--- config.mk ---
export PLATFORM = sky130hd
export DESIGN_NAME = bankers_safe_allocator
export DESIGN_NICKNAME = d
export VERILOG_FILES = /design/src/rtl/core/bsa_pkg.sv /design/src/rtl/core/bsa_ram.sv /design/src/rtl/core/bsa_datapath.sv /design/src/rtl/core/bsa_ctrl.sv /design/src/rtl/core/bankers_safe_allocator.sv
export SDC_FILE = /design/constraint.sdc
export NUM_CORES = 2
export LEC_CHECK = 0
export BUFFER_PORTS_ARGS = -buffer_cell sky130_fd_sc_hd__buf_4
export CAP_MARGIN = 15
export CORE_UTILIZATION = 44
export CTS_CLUSTER_SIZE = 12
export DETAILED_ROUTE_END_ITERATION = 6
export PLACE_DENSITY_LB_ADDON = 0.25
export REMOVE_ABC_BUFFERS = 1
export SLEW_MARGIN = 30
export SYNTH_ARGS = -nofsm -noshare
export SYNTH_HDL_FRONTEND = slang
export SYNTH_HIERARCHICAL = 1
export SYNTH_SLANG_ARGS = --single-unit
--- constraint.sdc ---
create_clock -name clk -period 26.4 [get_ports clk]
set_input_delay 0 -clock clk [delete_from_list [all_inputs] [get_ports clk]]
set_output_delay 0 -clock clk [all_outputs]
set_load 0.01 [all_outputs]
--- src/rtl/core/bsa_pkg.sv ---
package bsa_pkg;

  localparam int AMT_W      = 16;
  localparam int ID_W       = 16;
  localparam int TOT_W      = 15;
  localparam int OP_W       = 2;
  localparam int SLOT_W     = 3;
  localparam int STATUS_W   = 3;
  localparam int RCOUNT_W   = 3;
  localparam int CFG_IDX_W  = 3;
  localparam int CFG_DATA_W = 15;

  localparam logic [CFG_IDX_W-1:0] CFG_RES_COUNT  = 3'd0;
  localparam logic [CFG_IDX_W-1:0] CFG_TOTAL_BASE = 3'd1;
  localparam logic [RCOUNT_W-1:0]  RCOUNT_RESET   = 3'd4;

  typedef enum logic [OP_W-1:0] {
    OP_REGISTER = 2'd0,
    OP_REQUEST  = 2'd1,
    OP_CLOSE    = 2'd2,
    OP_END      = 2'd3
  } op_t;

  typedef enum logic [STATUS_W-1:0] {
    ST_ACK       = 3'd0,
    ST_WAIT      = 3'd1,
    ST_INVALID   = 3'd2,
    ST_EXISTS    = 3'd3,
    ST_NOTREG    = 3'd4,
    ST_HOLDING   = 3'd5,
    ST_CONNECTED = 3'd6
  } status_t;

  typedef enum logic [2:0] {
    S_IDLE,
    S_READ,
    S_DECIDE,
    S_WALK_RD,
    S_WALK_EV,
    S_WALK_END
  } state_t;

  typedef struct packed {
    logic latch;
    logic decide;
    logic walk_rd;
    logic eval;
    logic step;
    logic commit;
  } dp_cmd_t;

  typedef struct packed {
    logic need_walk;
    logic eligible;
    logic walk_fin;
  } dp_sts_t;

endpackage

--- src/rtl/core/bsa_ram.sv ---
module bsa_ram #(
  parameter int WIDTH = 128,
  parameter int DEPTH = 8
) (
  input  logic                                   clk,
  input  logic                                   we,
  input  logic [(DEPTH > 1 ? $clog2(DEPTH) : 1)-1:0] waddr,
  input  logic [WIDTH-1:0]                       wdata,
  input  logic [(DEPTH > 1 ? $clog2(DEPTH) : 1)-1:0] raddr,
  output logic [WIDTH-1:0]                       rdata
);

  logic [WIDTH-1:0] mem [DEPTH];

  always_ff @(posedge clk) begin
    if (we) begin
      mem[waddr] <= wdata;
    end
    rdata <= mem[raddr];
  end

endmodule

--- src/rtl/core/bsa_datapath.sv ---
module bsa_datapath #(
  parameter int MAX_CLIENTS   = 8,
  parameter int MAX_RESOURCES = 4
) (
  input  logic                                clk,
  input  logic                                rst_n,
  input  bsa_pkg::dp_cmd_t                    cmd,
  output bsa_pkg::dp_sts_t                    sts,
  input  logic [bsa_pkg::OP_W-1:0]            in_operation,
  input  logic [bsa_pkg::SLOT_W-1:0]          in_slot,
  input  logic [bsa_pkg::ID_W-1:0]            in_client_id,
  input  logic signed [bsa_pkg::AMT_W-1:0]    amt_in [MAX_RESOURCES],
  input  logic                                cfg_we,
  input  logic [bsa_pkg::CFG_IDX_W-1:0]       cfg_index,
  input  logic [bsa_pkg::CFG_DATA_W-1:0]      cfg_data,
  output logic [bsa_pkg::STATUS_W-1:0]        out_status
);
  import bsa_pkg::*;

  localparam int SW    = (MAX_CLIENTS > 1) ? $clog2(MAX_CLIENTS) : 1;
  localparam int CW    = $clog2(MAX_CLIENTS + 1);
  localparam int AW    = $clog2(MAX_CLIENTS + 1) + 17;
  localparam int ROW_W = 2 * MAX_RESOURCES * AMT_W;

  // latched request
  op_t                     op_r;
  logic [SLOT_W-1:0]       slot_r;
  logic [ID_W-1:0]         cid_r;
  logic signed [AMT_W-1:0] amt_r [MAX_RESOURCES];

  // slot table
  logic [MAX_CLIENTS-1:0]  active_r, here_r;
  logic [ID_W-1:0]         owner_r [MAX_CLIENTS];
  logic signed [AW-1:0]    avail_r [MAX_RESOURCES];
  logic [RCOUNT_W-1:0]     rcount_r;
  logic [CW-1:0]           count_r;
  logic                    ended_r;

  // walk state
  logic signed [AW-1:0]    work_r  [MAX_RESOURCES];
  logic signed [AMT_W-1:0] fresh_r [MAX_RESOURCES];
  logic signed [AMT_W-1:0] maxs_r  [MAX_RESOURCES];
  logic [MAX_CLIENTS-1:0]  done_r;
  logic                    progress_r;
  logic [SW-1:0]           c_r;
  status_t                 status_r;

  // ram
  logic                    ram_we;
  logic [SW-1:0]           ram_waddr, ram_raddr;
  logic [ROW_W-1:0]        ram_wdata, ram_rdata;

  logic [SW-1:0]           s_idx;
  logic                    s_ok, dup, holding, bad, safe, fits, last, progress_eff;
  logic                    need_walk;
  logic [MAX_RESOURCES-1:0] kmask;
  logic signed [AMT_W-1:0] row_max   [MAX_RESOURCES];
  logic signed [AMT_W-1:0] row_alloc [MAX_RESOURCES];
  logic signed [AMT_W-1:0] alloc_c   [MAX_RESOURCES];
  logic signed [17:0]      sum_v     [MAX_RESOURCES];
  logic signed [16:0]      need      [MAX_RESOURCES];
  status_t                 status_dec;

  bsa_ram #(.WIDTH(ROW_W), .DEPTH(MAX_CLIENTS)) u_ram (
    .clk   (clk),
    .we    (ram_we),
    .waddr (ram_waddr),
    .wdata (ram_wdata),
    .raddr (ram_raddr),
    .rdata (ram_rdata)
  );

  assign s_idx     = SW'(slot_r);
  assign s_ok      = (32'(slot_r) < MAX_CLIENTS);
  assign ram_raddr = cmd.walk_rd ? c_r : s_idx;
  assign ram_waddr = s_idx;
  assign last      = (c_r == SW'(MAX_CLIENTS - 1));
  assign safe      = &(~active_r | done_r);

  always_comb begin
    dup     = active_r[s_idx];
    holding = 1'b0;
    bad     = 1'b0;
    fits    = 1'b1;
    for (int c = 0; c < MAX_CLIENTS; c++) begin
      if (active_r[c] && owner_r[c] == cid_r) dup = 1'b1;
    end
    for (int k = 0; k < MAX_RESOURCES; k++) begin
      kmask[k]     = (k == 0) || (32'(rcount_r) > k);
      row_max[k]   = $signed(ram_rdata[k*AMT_W +: AMT_W]);
      row_alloc[k] = $signed(ram_rdata[(MAX_RESOURCES+k)*AMT_W +: AMT_W]);
      sum_v[k]     = 18'(row_alloc[k]) + 18'(amt_r[k]);
      alloc_c[k]   = (c_r == s_idx) ? fresh_r[k] : row_alloc[k];
      need[k]      = 17'(row_max[k]) - 17'(alloc_c[k]);
      if (kmask[k] && row_alloc[k] != '0) holding = 1'b1;
      if (kmask[k] && (sum_v[k] > 18'(row_max[k]) || sum_v[k] < 18'sd0)) bad = 1'b1;
      if (kmask[k] && AW'(need[k]) > work_r[k]) fits = 1'b0;
    end
  end

  always_comb begin
    status_dec = ST_ACK;
    need_walk  = 1'b0;
    priority if (ended_r || !s_ok) begin
      status_dec = ST_INVALID;
    end else begin
      unique case (op_r)
        OP_REGISTER: if (dup) status_dec = ST_EXISTS;
        OP_REQUEST: begin
          priority if (!here_r[s_idx]) status_dec = ST_NOTREG;
          else if (bad) status_dec = ST_INVALID;
          else need_walk = 1'b1;
        end
        OP_CLOSE: if (active_r[s_idx] && holding) status_dec = ST_HOLDING;
        OP_END: if (count_r != '0) status_dec = ST_CONNECTED;
        default: status_dec = ST_INVALID;
      endcase
    end
  end

  assign sts.need_walk = need_walk;
  assign progress_eff  = progress_r | (cmd.eval & fits);
  assign sts.eligible  = active_r[c_r] & ~done_r[c_r];
  assign sts.walk_fin  = last & ~progress_eff;

  always_comb begin
    ram_we    = 1'b0;
    ram_wdata = '0;
    if (cmd.decide && !sts.need_walk && status_dec == ST_ACK && op_r == OP_REGISTER
        && !ended_r && s_ok) begin
      ram_we = 1'b1;
      for (int k = 0; k < MAX_RESOURCES; k++) begin
        ram_wdata[k*AMT_W +: AMT_W] = amt_r[k];
      end
    end else if (cmd.commit && safe) begin
      ram_we = 1'b1;
      for (int k = 0; k < MAX_RESOURCES; k++) begin
        ram_wdata[k*AMT_W +: AMT_W]                   = maxs_r[k];
        ram_wdata[(MAX_RESOURCES+k)*AMT_W +: AMT_W]   = fresh_r[k];
      end
    end
  end

  // request latch and walk registers
  always_ff @(posedge clk) begin
    if (cmd.latch) begin
      op_r   <= op_t'(in_operation);
      slot_r <= in_slot;
      cid_r  <= in_client_id;
      for (int k = 0; k < MAX_RESOURCES; k++) amt_r[k] <= amt_in[k];
    end
    if (cmd.decide) begin
      done_r     <= '0;
      progress_r <= 1'b0;
      c_r        <= '0;
      for (int k = 0; k < MAX_RESOURCES; k++) begin
        maxs_r[k]  <= row_max[k];
        fresh_r[k] <= kmask[k] ? sum_v[k][AMT_W-1:0] : row_alloc[k];
        work_r[k]  <= kmask[k] ? (avail_r[k] - AW'(amt_r[k])) : avail_r[k];
      end
      status_r <= status_dec;
    end
    if (cmd.eval && fits) begin
      done_r[c_r] <= 1'b1;
      for (int k = 0; k < MAX_RESOURCES; k++) begin
        if (kmask[k]) work_r[k] <= work_r[k] + AW'(alloc_c[k]);
      end
    end
    if (cmd.step) begin
      if (last) begin
        if (progress_eff) begin
          c_r        <= '0;
          progress_r <= 1'b0;
        end
      end else begin
        c_r        <= c_r + SW'(1);
        progress_r <= progress_eff;
      end
    end
    if (cmd.commit) begin
      status_r <= safe ? ST_ACK : ST_WAIT;
    end
  end

  always_ff @(posedge clk) begin
    if (cmd.decide && !sts.need_walk && !ended_r && s_ok && op_r == OP_REGISTER && !dup) begin
      owner_r[s_idx] <= cid_r;
    end
  end

  // slot table, counters and available units
  always_ff @(posedge clk) begin
    if (!rst_n) begin
      active_r <= '0;
      here_r   <= '0;
      count_r  <= '0;
      ended_r  <= 1'b0;
      rcount_r <= RCOUNT_RESET;
      for (int k = 0; k < MAX_RESOURCES; k++) avail_r[k] <= AW'(1);
    end else begin
      if (cfg_we && count_r == '0) begin
        if (cfg_index == CFG_RES_COUNT) rcount_r <= cfg_data[RCOUNT_W-1:0];
        for (int k = 0; k < MAX_RESOURCES; k++) begin
          if (cfg_index == CFG_TOTAL_BASE + CFG_IDX_W'(k)) begin
            avail_r[k] <= AW'({1'b0, cfg_data[TOT_W-1:0]});
          end
        end
      end
      if (cmd.decide && !sts.need_walk && !ended_r && s_ok) begin
        unique case (op_r)
          OP_REGISTER: begin
            if (dup) begin
              here_r[s_idx] <= 1'b0;
            end else begin
              active_r[s_idx] <= 1'b1;
              here_r[s_idx]   <= 1'b1;
              count_r         <= count_r + CW'(1);
            end
          end
          OP_CLOSE: begin
            if (!active_r[s_idx]) begin
              here_r[s_idx] <= 1'b0;
            end else if (!holding) begin
              active_r[s_idx] <= 1'b0;
              here_r[s_idx]   <= 1'b0;
              if (count_r != '0) count_r <= count_r - CW'(1);
            end
          end
          OP_END: if (count_r == '0) ended_r <= 1'b1;
          default: ;
        endcase
      end
      if (cmd.commit && safe) begin
        for (int k = 0; k < MAX_RESOURCES; k++) begin
          if (kmask[k]) avail_r[k] <= avail_r[k] - AW'(amt_r[k]);
        end
      end
    end
  end

  assign out_status = status_r;

endmodule

--- src/rtl/core/bsa_ctrl.sv ---
module bsa_ctrl (
  input  logic             clk,
  input  logic             rst_n,
  input  logic             start,
  input  bsa_pkg::dp_sts_t sts,
  output bsa_pkg::dp_cmd_t cmd,
  output logic             busy,
  output logic             out_valid
);
  import bsa_pkg::*;

  state_t state_r, state_nxt;
  logic   valid_r, valid_nxt;

  always_ff @(posedge clk) begin
    if (!rst_n) begin
      state_r <= S_IDLE;
      valid_r <= 1'b0;
    end else begin
      state_r <= state_nxt;
      valid_r <= valid_nxt;
    end
  end

  always_comb begin
    state_nxt = state_r;
    valid_nxt = 1'b0;
    cmd       = '0;
    unique case (state_r)
      S_IDLE: begin
        if (start) begin
          cmd.latch = 1'b1;
          state_nxt = S_READ;
        end
      end
      S_READ: state_nxt = S_DECIDE;
      S_DECIDE: begin
        cmd.decide = 1'b1;
        if (sts.need_walk) begin
          state_nxt = S_WALK_RD;
        end else begin
          valid_nxt = 1'b1;
          state_nxt = S_IDLE;
        end
      end
      S_WALK_RD: begin
        cmd.walk_rd = 1'b1;
        if (sts.eligible) begin
          state_nxt = S_WALK_EV;
        end else begin
          cmd.step  = 1'b1;
          state_nxt = sts.walk_fin ? S_WALK_END : S_WALK_RD;
        end
      end
      S_WALK_EV: begin
        cmd.eval  = 1'b1;
        cmd.step  = 1'b1;
        state_nxt = sts.walk_fin ? S_WALK_END : S_WALK_RD;
      end
      S_WALK_END: begin
        cmd.commit = 1'b1;
        valid_nxt  = 1'b1;
        state_nxt  = S_IDLE;
      end
      default: state_nxt = S_IDLE;
    endcase
  end

  assign busy      = (state_r != S_IDLE);
  assign out_valid = valid_r;

endmodule

--- src/rtl/core/bankers_safe_allocator.sv ---
// channel   ports                                             handshake
// request   in_operation in_slot in_client_id in_amount_0..3  start high, busy low
// result    out_status                                        out_valid, one cycle
// config    cfg_index cfg_data                                cfg_we, no wait
//
// register, close, end and rejected requests pass the latch, READ and DECIDE states
// before the registered result strobe; a checked request adds the safety walk, where
// a skipped slot takes a read state and a tested slot a read and an evaluate state
// (registered read of the claim ram), up to MAX_CLIENTS + 1 passes (the last one
// finds no progress), then a commit state before the result strobe
// reset is synchronous, active low; the result side cannot stall the block
module bankers_safe_allocator #(
  parameter int MAX_CLIENTS   = 8,
  parameter int MAX_RESOURCES = 4
) (
  input  logic                               clk,
  input  logic                               rst_n,
  // request channel
  input  logic                               start,
  output logic                               busy,
  input  logic [bsa_pkg::OP_W-1:0]           in_operation,
  input  logic [bsa_pkg::SLOT_W-1:0]         in_slot,
  input  logic [bsa_pkg::ID_W-1:0]           in_client_id,
  input  logic signed [bsa_pkg::AMT_W-1:0]   in_amount_0,
  input  logic signed [bsa_pkg::AMT_W-1:0]   in_amount_1,
  input  logic signed [bsa_pkg::AMT_W-1:0]   in_amount_2,
  input  logic signed [bsa_pkg::AMT_W-1:0]   in_amount_3,
  // result channel
  output logic                               out_valid,
  output logic [bsa_pkg::STATUS_W-1:0]       out_status,
  // config port
  input  logic                               cfg_we,
  input  logic [bsa_pkg::CFG_IDX_W-1:0]      cfg_index,
  input  logic [bsa_pkg::CFG_DATA_W-1:0]     cfg_data
);
  import bsa_pkg::*;

  dp_cmd_t cmd;
  dp_sts_t sts;

  // amounts of the kinds that exist in this build
  logic signed [AMT_W-1:0] amt_all [4];
  logic signed [AMT_W-1:0] amt_in  [MAX_RESOURCES];

  assign amt_all[0] = in_amount_0;
  assign amt_all[1] = in_amount_1;
  assign amt_all[2] = in_amount_2;
  assign amt_all[3] = in_amount_3;

  always_comb begin
    for (int k = 0; k < MAX_RESOURCES; k++) amt_in[k] = amt_all[k];
  end

  // sequencer: latch, read the slot row, decide, then the safety walk if needed
  bsa_ctrl u_ctrl (
    .clk       (clk),
    .rst_n     (rst_n),
    .start     (start),
    .sts       (sts),
    .cmd       (cmd),
    .busy      (busy),
    .out_valid (out_valid)
  );

  // slot table, claim/allocation ram, available units and the walk registers
  bsa_datapath #(
    .MAX_CLIENTS   (MAX_CLIENTS),
    .MAX_RESOURCES (MAX_RESOURCES)
  ) u_dp (
    .clk          (clk),
    .rst_n        (rst_n),
    .cmd          (cmd),
    .sts          (sts),
    .in_operation (in_operation),
    .in_slot      (in_slot),
    .in_client_id (in_client_id),
    .amt_in       (amt_in),
    .cfg_we       (cfg_we),
    .cfg_index    (cfg_index),
    .cfg_data     (cfg_data),
    .out_status   (out_status)
  );

endmodule

Word-level counts from Yosys, hierarchy flattened. Memory sizes are Yosys's and may differ from the RTL's. A register that Yosys moved wholly into a read port is not among the register bits. Index checks and enable logic that the tools add are counted. Widths: inputs -> output; s select.

Memory bits (writable): 1512. Latch bits: 0. Output and inout port bits: 5. Word-level logic and storage cells: 328. Bits in registers: 64. Memories kept: 7. Bits in read-only memories: 0.

Muxes and demuxes: 159. Bitwise logic cells: 26. Reductions and logical operators: 56. Div/mod/pow operators: 0. Add/sub/neg operators: 19. Multipliers: 0. $lt $le $gt $ge: 19. Shift operators: 0. Equality and inequality tests: 28.

Memory list: u_dp.u_ram.mem (depth 8, bits a word 128, rd ports 1, clocked after Yosys merged registers in 1, wr ports 1, line bsa_ram.sv:13) `logic [WIDTH-1:0] mem [DEPTH];`; u_dp.owner_r (depth 8, bits a word 16, rd ports 8, clocked after Yosys merged registers in 0, wr ports 1, line bsa_datapath.sv:33) `logic [ID_W-1:0] owner_r [MAX_CLIENTS];`; u_dp.avail_r (depth 4, bits a word 21, rd ports 4, clocked after Yosys merged registers in 0, wr ports 4, line bsa_datapath.sv:34) `logic signed [AW-1:0] avail_r [MAX_RESOURCES];`; u_dp.work_r (depth 4, bits a word 21, rd ports 4, clocked after Yosys merged registers in 0, wr ports 4, line bsa_datapath.sv:40) `logic signed [AW-1:0] work_r [MAX_RESOURCES];`; u_dp.amt_r (depth 4, bits a word 16, rd ports 4, clocked after Yosys merged registers in 0, wr ports 4, line bsa_datapath.sv:29) `logic signed [AMT_W-1:0] amt_r [MAX_RESOURCES];`; u_dp.fresh_r (depth 4, bits a word 16, rd ports 4, clocked after Yosys merged registers in 0, wr ports 4, line bsa_datapath.sv:41) `logic signed [AMT_W-1:0] fresh_r [MAX_RESOURCES];`; 1 more memories.

Operator list (number): $mux 21 (15); $eq 16x16->1 (8); $mux 128 (1); $mux 64 (2); $mux 16 (7); $mux 1 (92); $add 21x16->21 (4); $gt 17x21->1 (4); $sub 21x16->21 (4); $add 16x16->17 (4); $gt 17x16->1 (4); $lt 17x1->1 const B (4); $sub 16x16->17 (4); $mux 8 (8); $reduce_bool 16->1 (4); $mux 3 (14); $or 8x8->8 (4); $pmux 8 s2 (2); $logic_and 1x1->1 (30); $and 8x8->8 (2); $mux 4 (4); $not 8->8 (2); $pmux 3 s5 (1); $or 1x1->1 (13); 37 further kinds (70).

Logic depth before layout (Yosys ltp). An unclocked memory read counts as a cell.

Depth after elaboration: 21. Mapped depth: 33. Gate-level depth less buffers: 27.

Modules after synthesis. Netlist, hierarchy kept.

By module, submodules not included: bsa_ram (cells an instance 1620, sequential area each 33311.9 sq um, instances 1, area each 41554.9 sq um); bsa_datapath (cells an instance 4310, sequential area each 16035.4 sq um, instances 1, area each 41299.6 sq um); bsa_ctrl (cells an instance 35, sequential area each 80.1 sq um, instances 1, area each 307.8 sq um).

Worst setup path after synthesis. Ideal clock, no wire load.

Path type: reg2reg. Start: reg u_ctrl.state_r[2]. End: mem u_dp.u_ram.mem[4][0], enable pin. Arrival time: 17.726 ns. Required time: 25.628 ns. Stages on the path, launching flop included: 11. Path slack: 7.902 ns. Setup time: 0.772 ns. Buffers on the path: 2. Cell sequence: dfxtp_1 buf_4 nand2b_1 nor2_1 clkinv_1 or3_1 nor2_2 clkbuf_2 or2_2 nand2_1 nor3_1.

RTL lines: start, declared (line bsa_ctrl.sv:12) `state_t state_r, state_nxt;`; start signal, assigned (line bsa_ctrl.sv:20) `state_r <= state_nxt;`; end, declared (line bsa_ram.sv:13).

==> results.ini <==
[cells_and_area]
area_growth_pct=13.4
layout_common_cells=edfxtp_1 (1,530), nand2_1 (447), ha_1 (444)
filler_cell_count=15900
fin_cells=8962
layout_commonest_cell=edfxtp_1
drive_gt1_frac=0.140
nNetsFinal=6885
multi_input_area_um2=31200
final_core_util=0.502
regArea_um2=49400

[power_and_ir_drop]
p_total_w=0.00663
seq_power_share=0.467
power_density_nw_per_um2=70.3
clkPwrFrac=0.375
switching_share=0.261
p_leak_nw=35.1
ir_drop_v=0.0000551
internal_power_w=0.00490
switchingPower_w=0.00173
combPwrFrac=0.159

[sta]
setup_viol=0
finalSetupTns_ns=0
finalClockSkew_ns=0.0705
worstMarginPinSlew_ns=0.990
min_period_ns=9.19
rsz0062_at_grt=no
fin_ws_ns=17.21
finalHoldViolations=0
finalCritPeriodShare=0.348
slew-limit-headroom=0.340
drv_slew=0
fmax_ghz=0.109

[clocking]
clk_latency_ns=0.86
clk_pin_slew_worst_paths_ns=0.06
htreeDepth=4
cts_root_buffer=clkbuf_16
cts_made_buffers=180
cts.sinks=1704
cts_tree=done
post_cts_buffers=0
cts_max_path_buffers=3

[floorplan]
die_x_um=437
initial_core_util=0.443
coreArea_um2=188000
die-height_um=437
std_cell_rows=159
boundaryPins=112
die_area_um2=191000

[setup_path]
cp_num_buf_inv=3
critPathSlowestCell=edfxtp_1
crit_type=flip-flop to flip-flop
worstPathRequired_ns=27.01
endpoint_kind=flip-flop
startpoint_type=flip-flop
slowest_delay_ns=0.84
cpLargestDelayFamily=compound AO/OA/AOI/OAI gates
cp.arrival_ns=9.80
cp_max_fo=57

[grt]
antenna_found_initial=8
grt_remaining_overflow=0
grt_pass1_vias=50800
grt_max_degree=131
grt_pass1_wl_um=314000
track_usage=0.217

[placement]
placedCellCount=8436
gp_congestion=0.881
dpl_worst_slack_ns=17.32
portBuffers=111
dp_hpwl_um=135000

[synth]
synthArstFlopShare=0
synth_seq_cells=1704
avgSynthCellArea_um2=13.9
synthFlopType=edfxtp_1
yosys_warnings=6
syn_inst=5965
synth.distinct_cells=102
synth_area_um2=83200
synth_top_area_share=0.552
yosysSeqAreaShare=0.594
ys_top_cells_by_area=edfxtp_1 (55%), ha_1 (6.7%), mux4_2 (5.0%)
synth_edf_count=1530
synth_top_area_cell=edfxtp_1

[route]
wl_met3_um=10300
drt-total-wl_um=208000
drtIter0Drc=4304
top_layer=met4
avgViaCountPerCell=5.63
wl_per_cell_um=23.2
dr.pass1.iters=7
drc=16
drtAntennaViolNets=0
wl_met2_um=99500
wl_met1_um=93000
vias=50400

[worst_hold_path]
hp-class=primary input to flip-flop

[run_status]
failed_checks=DRC
status=complete, but fails checks

[job]
max_cap_violations=0

[path summary, 6_finish.rpt]
check	startpoint	end	slack (ns)	cells after the start
setup / recovery	u_dp/ram_waddr[1]	u_dp/work_r[3][5]	17.21	26
hold / removal	cfg_we	u_dp/avail_r[3][0]	0.09	6
setup reg to reg	u_dp/ram_waddr[1]	u_dp/work_r[3][5]	17.21	26
hold reg to reg	u_dp/avail_r[2][17]	u_dp/avail_r[2][17]	0.48	2
[synth_stat cells (13+ instances only)]
master    number
buf_2         40
buf_1         27
nand3_1      139
o21ai_1       20
and3_1        25
a211oi_1      36
and2_1        96
a21oi_1      223
a31oi_1       46
a21o_1        76
nand2_1      448
buf_8         19
o22ai_1       13
xnor2_1      208
o21bai_1      26
buf_6         14
nor4_1        50
nor2_1       254
or3_1         35
o21ai_0      272
nand3b_1      13
nor3_1        88
clkbuf_8      13
o21a_1        42
inv_1        376
ha_1         444
nor2b_1       41
nand4_1       50
mux2i_1       73
clkbuf_1      69
mux4_1        72
nand2b_1      52
o31ai_1       24
fa_1          17
xor2_1       159
mux4_2       186
o211ai_1      29
buf_4         13
edfxtp_1    1530
mux2_2       213
or2_2         21
dfxtp_1      174
[final cells by class]
| cell class | instances | area share |
|---|---|---|
| diodes | 3 | 0.0000796 |
| clock buffers | 270 | 0.0541 |
| clock inverters | 59 | 0.00753 |
| inverters | 377 | 0.0150 |
| multi-input cells | 3685 | 0.331 |
| flip-flops and latches | 1704 | 0.524 |
| well taps | 2495 | 0.0331 |
| repair buffers | 369 | 0.0355 |
[power by group through the flow]
stage	Combinational (W)	Sequential (W)	Clock, W
floorplan	0.000773	0.00311	0
global placement	0.00100	0.00315	0
detailed placement	0.00102	0.00315	0
CTS	0.00105	0.00310	0.00254
global route	0.00117	0.00310	0.00264
finish	0.00105	0.00310	0.00248
[per-layer routing]
| layer | global-route usage | up-vias |
|---|---|---|
| li1 | - | 23400 |
| met1 | 0.300 | 25500 |
| met2 | 0.359 | 1304 |
| met3 | 0.0278 | 267 |
| met4 | 0.0593 | 0 |
| met5 | 0 | - |
[cell families (layout without fill, tap and decap cells)]
kind of cell / Yosys count / count (layout) / synth area share
flip-flops: 1704 / 1704 / 0.594
AND/OR/NAND/NOR: 1344 / 1344 / 0.0779
AO/OA/AOI/OAI: 969 / 969 / 0.0744
buffers and inverters: 576 / 1075 / 0.0330
multiplexers: 544 / 544 / 0.111
adder cells (fa/ha/maj): 461 / 461 / 0.0709
XOR/XNOR: 367 / 367 / 0.0387
other: 0 / 3 / 0
[what timing repair did]
action / 4_1_cts / 5_1_grt
hold buffers: 194 / 0
endpoints found under the hold margin: 249 / 0
resized for setup: 0 / 0
setup endpoints to repair: 0 / 0
[flip-flops by register name, indices dropped and copies added, names as in the netlist, 4 cells and up, named ones only]
signal / count
u_dp/count_r: 4
u_dp/cid_r: 16
u_dp/avail_r: 84
u_dp/amt_r: 64
u_dp/fresh_r: 64
u_dp/done_r: 8
u_dp/maxs_r: 64
u_dp/u_ram/mem: 1024
u_dp/u_ram/rdata: 128
u_dp/owner_r: 128
u_dp/work_r: 84
[metrics by stage]
| stage | hold WS, ns | instance area, um2 |
|---|---|---|
| floorplan | 0.0619 | 81800 |
| global placement | 0.178 | 86500 |
| detailed placement | 0.179 | 86600 |
| CTS | 0.00463 | 94300 |
| global route | 0.0737 | 94300 |
| finish | 0.0881 | 94300 |
[worst reg2reg max path, delay by kind of cell, from the launching register on]
family / cells / cell delay, ns
and+or+nand+nor: 5 / 1.26
muxes: 3 / 1.02
xor gates and xnor gates: 1 / 0.17
DFF: 1 / 0.84
AOI/OAI and AO/OA: 11 / 2.65
adders and majority gates: 3 / 1.02
buffers and inverters: 3 / 1.99
(Power assumes the default switching activity.)
